## config.mk

```make
export PLATFORM = sky130hd
export DESIGN_NAME = omsp_in_stage
export DESIGN_NICKNAME = d
export VERILOG_FILES = /design/src/hdl/omsp_pkg.sv /design/src/hdl/omsp_in_stage.sv
export SDC_FILE = /design/constraint.sdc
export NUM_CORES = 1
export LEC_CHECK = 0
export ABC_CLOCK_PERIOD_IN_PS = 2400
export BUFFER_PORTS_ARGS = -buffer_cell sky130_fd_sc_hd__buf_2
export CAP_MARGIN = 20
export CORE_AREA = 2 2 39 41
export CTS_CLUSTER_DIAMETER = 120
export DETAILED_ROUTE_END_ITERATION = 10
export DIE_AREA = 0 0 41 43
export PLACE_DENSITY = 0.72
export SLEW_MARGIN = 25
export SYNTH_ARGS = -nofsm -noshare
export SYNTH_HDL_FRONTEND = slang
export SYNTH_SLANG_ARGS = --single-unit
```

## constraint.sdc

```tcl
create_clock -name aclk -period 2.4 [get_ports aclk]
set_input_delay 0.24 -clock aclk [delete_from_list [all_inputs] [get_ports aclk]]
set_output_delay 0.24 -clock aclk [all_outputs]
set_load 0.02 [all_outputs]
```

## src/hdl/omsp_pkg.sv

```systemverilog
// Shared types, constants and decode helpers for the order message stream parser.
// No dependencies; every other file of the block imports this package.
package omsp_pkg;

    localparam int NUM_STREAMS = 16;
    localparam int STREAM_W    = 4;
    localparam int NUM_KINDS   = 5;
    localparam int KIND_W      = 3;
    localparam int OFFSET_W    = 7;
    localparam int COUNT_W     = 32;
    localparam int SHARES_W    = 32;
    localparam int TOTAL_W     = 48;

    // Type counter RAM: one entry per stream and kind code, addressed {stream, kind}.
    localparam int COUNT_AW    = STREAM_W + KIND_W;
    localparam int COUNT_DEPTH = 1 << COUNT_AW;

    localparam logic [OFFSET_W-1:0] TYPE_OFFSET = 7'd3;
    localparam logic [OFFSET_W-1:0] SHARE_FIRST = 7'd26;
    localparam logic [OFFSET_W-1:0] SHARE_LAST  = 7'd29;

    localparam logic [COUNT_W-1:0] COUNT_MAX = '1;
    localparam logic [TOTAL_W-1:0] TOTAL_MAX = '1;

    typedef enum logic [2:0] {
        KIND_A = 3'd0,
        KIND_S = 3'd1,
        KIND_U = 3'd2,
        KIND_C = 3'd3,
        KIND_E = 3'd4
    } kind_t;

    typedef enum logic [1:0] {
        EV_NONE     = 2'd0,
        EV_TYPE     = 2'd1,
        EV_COMPLETE = 2'd2,
        EV_UNKNOWN  = 2'd3
    } event_t;

    typedef struct packed {
        logic [STREAM_W-1:0] stream;
        logic [7:0]          data_byte;
    } item_t;

    typedef struct packed {
        logic [STREAM_W-1:0] stream_out;
        event_t              event_res;
        kind_t               kind;
        logic [COUNT_W-1:0]  kind_count;
        logic [SHARES_W-1:0] message_shares;
        logic [TOTAL_W-1:0]  shares_total;
    } result_t;

    typedef struct packed {
        logic  known;
        kind_t kind;
    } decode_t;

    // ASCII type byte to kind code.
    function automatic decode_t decode_kind(input logic [7:0] b);
        decode_t d;
        d.known = 1'b1;
        d.kind  = KIND_A;
        case (b)
            8'h41:   d.kind = KIND_A;
            8'h53:   d.kind = KIND_S;
            8'h55:   d.kind = KIND_U;
            8'h43:   d.kind = KIND_C;
            8'h45:   d.kind = KIND_E;
            default: d.known = 1'b0;
        endcase
        return d;
    endfunction

    // Total message length in bytes for each kind.
    function automatic logic [OFFSET_W-1:0] kind_len(input kind_t k);
        logic [OFFSET_W-1:0] len;
        case (k)
            KIND_A:  len = 7'd68;
            KIND_S:  len = 7'd13;
            KIND_U:  len = 7'd82;
            KIND_C:  len = 7'd31;
            KIND_E:  len = 7'd43;
            default: len = 7'd68;
        endcase
        return len;
    endfunction

endpackage

```

## src/hdl/omsp_in_stage.sv

```systemverilog
// Input register of the order message stream parser: holds one accepted request.
// Depends on omsp_pkg for the item type.
module omsp_in_stage (
    input  logic                          aclk,
    input  logic                          aresetn,
    input  logic                          s_valid,
    output logic                          s_ready,
    input  logic [omsp_pkg::STREAM_W-1:0] s_stream,
    input  logic [7:0]                    s_data_byte,
    input  logic                          take,
    output logic                          item_valid,
    output omsp_pkg::item_t               item
);
    import omsp_pkg::*;

    logic  valid_reg;
    item_t item_reg;

    // Room when empty or when the held request leaves this cycle.
    assign s_ready    = !valid_reg || take;
    assign item_valid = valid_reg;
    assign item       = item_reg;

    always_ff @(posedge aclk) begin
        if (!aresetn) begin
            valid_reg <= 1'b0;
        end else if (s_ready) begin
            valid_reg <= s_valid;
        end
    end

    always_ff @(posedge aclk) begin
        if (s_valid && s_ready) begin
            item_reg.stream    <= s_stream;
            item_reg.data_byte <= s_data_byte;
        end
    end

endmodule

```

==> results.md <==
Yosys:
- The cell accounting for the most synthesized area is sky130_fd_sc_hd__edfxtp_1.
- Dividing the synthesized area by the synthesized cell count gives 24.58 um2.
- The commonest register cell after synthesis is sky130_fd_sc_hd__edfxtp_1.
- The number of synthesized register bits is 13.
- The area of the mapped netlist is 417.9 um2.
- Of all flip-flops after synthesis, the portion carrying an async set or reset was 0.
- Yosys mapped a number of flops with a built-in enable equal to 12.
- By area the synthesized netlist is led by sky130_fd_sc_hd__edfxtp_1, sky130_fd_sc_hd__dfxtp_1, sky130_fd_sc_hd__nand2b_4.
- The area share of the largest cell type after synthesis is 0.8623.
- For this run, the register share of the synthesized area comes to 0.9102.
- The unique cell type count in the Yosys netlist is 6.
- By instance count, the leading cell after synthesis is sky130_fd_sc_hd__edfxtp_1.
- The count of warnings emitted by yosys is 0.
- Synthesis produced a netlist with a net count of 33.
- Synthesis produced 17 cells.

Clocking:
- In this run, post-CTS hold repair placed 0 buffers.
- The number of buffers inserted by post-CTS setup repair is 0.
- The clock root buffer is sky130_fd_sc_hd__clkbuf_4.
- The CTS H-tree depth is 1.
- The total of cells resized after clock tree synthesis is 0.
- Counting the buffers created by CTS gives 3.
- Clock latency on the worst-skew pair, taken at its later pin, is 260 ps.
- The total number of clock tree sinks is 13.
- In this run the deepest clock path goes through 2 buffers.
- TritonCTS built the clock tree.
- The clock edge transition at the registers on the reported setup and hold paths is 70 ps.

Global routing:
- For this run, the total global-route usage over all layers was measured as 0.1072.
- The met3 usage is 0.04188.
- The busiest layer in global routing is met2.
- The number of global-route vias before repair came to 283.
- For met1 alone, demand over resource in global routing was 0.1368.
- The number of antenna violations at the first check in global routing is 0.
- In the global route stage, met2 resource usage came out at 0.1500.
- The first-pass GRT wire length is 1214 um.
- The total grt overflow is 0.
- The maximum number of pins on one net before global-route repair is 13.

Critical path:
- The delay of the slowest critical-path stage is approximately 370 ps.
- Among cell families on the critical path, the largest total delay comes from flip-flops.
- STA puts the critical path data arrival time at 860 ps.
- Walking the worst path, the cells encountered are nand2b_4 > buf_2.
- The number of buffers and inverters on the critical path is 1.
- The endpoint kind of the worst setup timing path is an output pin.
- In this run the critical register-to-register path is captured at item[0]$_DFFE_PP_.
- Along the worst path, the maximum fanout reaches 3.
- The critical path startpoint category is a register.
- The kind of critical path is register to output pin.
- Data on the critical path is required at its endpoint by 2160 ps.
- In this run the critical register-to-register path is launched from item_valid$_SDFFE_PN0P_.
- The register-to-register setup slack is 1450 ps.
- The cell at the slowest stage of the critical path is sky130_fd_sc_hd__dfxtp_1.
- The number of cells traversed by the worst register-to-register path is 2.

Floorplanning:
- The die width is 41 um.
- The die is 43 um tall.
- The initialized floorplan defines 14 standard-cell rows.
- The die footprint is 1763 um2.
- The core area is 1384 um2.
- 30 I/O pins were placed.
- The initial cell density of the core is 0.3020.

Hold path:
- The hold path startpoint is s_data_byte[3].
- The count of cells along the worst hold path is 1.
- The worst min-delay path endpoint is item[3]$_DFFE_PP_.
- The kind of path behind the tightest hold check is primary input to register.

Timing:
- The fraction of the cycle the final worst path needs is 0.4586.
- The worst-case headroom to the max-slew limit is 0.8945.
- The measured slew at the worst slew-check pin is approximately 160 ps.
- Setup repair after global routing left no endpoint under its margin.
- The number of hold violations in the final report is 0.
- The count of final max-slew check failures was 0.
- The accumulated negative setup slack is 0 ps.
- On the final layout, the worst hold slack is 147.5 ps.
- The clock arrives with 0.5139 ps of skew.
- Setup violations remaining at the end of the flow were counted as 0.
- The final critical-path setup slack is between 1000 and 1500 ps.
- The smallest clock period supported by the final layout is computed as 1101 ps.
- For this run, the top clock speed supported by timing is 908.5 MHz.

Power and ir drop:
- The worst ir drop on vdd is 0.0002942 V.
- The completed layout was analyzed and its total power is 445.2 uW.
- The leakage power figure is roughly 0.27 nW.
- The total power per unit cell area is 730.6 nW/um2.

Placement:
- The final weighted congestion in routability-driven placement is between 0.6 and 0.7.
- The count of buffers added on input and output ports is 29.
- The setup slack at placement is roughly 1400 ps.
- The number of cells in the design after placement is 62.

Detailed routing:
- The count of TritonRoute iterations in the first routing pass is 4.
- The via count normalized by instance count is 4.167.
- The final routed DRC violation total is 0.
- The final routed wire length divided by cell count is 12.50 um.
- The routed wire length is 825 um.
- For this block, the via count after detailed routing is 275.
- The final antenna-violating net count is 0.
- The violation count after the first detailed-route iteration is 1.

Final layout:
- For this run, the post-layout net count is 67.
- Compared with the post-synthesis result, the final layout area differs by 45.81%.
- The flip-flop count of the largest register after layout is 12.
- The number of antenna diodes in the final layout is 0.
- The number of standard cells in the layout, taps in and fillers out is 66.
- The proportion of layout cells with a drive suffix above 1 is 0.7000.

Outcome:
- The flow ran to the end, and the final reports show no timing, DRC or antenna violations.

Run:
- The total of max-cap violations is 0.
==> cells by family after synthesis <==
logic type             count (synthesis)  synth area share
and+or+nand+nor                        2           0.05389
DFF                                   13            0.9102
AOI/OAI and AO/OA                      1           0.02694
buffers and inverters                  1          0.008973
==> power breakdown <==
part	switching, mW	total [mW]	internal, mW
logic	0.0312	0.0522	0.0210
clock network	0.0622	0.126	0.0642
registers	0.00389	0.267	0.263
==> stage by stage <==
| stage | cell area (um2) | utilization |
|---|---|---|
| 2_1_floorplan | 417.9 | - |
| 3_3_place_gp | 583.1 | 0.4213 |
| 3_5_place_dp | 583.1 | 0.4213 |
| 4_1_cts | 609.3 | 0.4403 |
| 5_1_grt | 609.3 | 0.4403 |
| 6_report | 609.3 | 0.4403 |
==> final cells by class <==
type	count	area (um2)
fill	140	774.5
multi-input combinational	3	33.78
inverter	1	3.754
clock buffer	4	26.28
sequential	13	380.4
timing repair buffer	29	145.1
tap	16	20.02
==> routing by layer <==
metal	vias up	wire length, um
met5	-	0
met3	0	155
met2	29	346
met4	0	0
met1	117	323
li1	129	-
==> worst max path at each step <==
| stage | to | slack (ps) | cells past startpoint | from |
|---|---|---|---|---|
| finish | s_ready | 1300 | 2 | item_valid$_SDFFE_PN0P_ |
| global route | s_ready | 1260 | 2 | item_valid$_SDFFE_PN0P_ |
| CTS | s_ready | 1280 | 2 | item_valid$_SDFFE_PN0P_ |
| detailed placement | item[1]$_DFFE_PP_ | 1410 | 3 | take |
| global placement | item[1]$_DFFE_PP_ | 1430 | 3 | take |
| floorplan | item[0]$_DFFE_PP_ | 1340 | 2 | item_valid$_SDFFE_PN0P_ |
==> layout by cell type (no fill, tap or decap) <==
master,n
sky130_fd_sc_hd__buf_2,29
sky130_fd_sc_hd__edfxtp_1,12
sky130_fd_sc_hd__clkbuf_4,3
sky130_fd_sc_hd__nand2b_4,1
sky130_fd_sc_hd__inv_1,1
sky130_fd_sc_hd__a21boi_2,1
sky130_fd_sc_hd__and2_4,1
sky130_fd_sc_hd__clkbuf_1,1
sky130_fd_sc_hd__dfxtp_1,1
No activity file was read; power rests on OpenSTA's default activity.
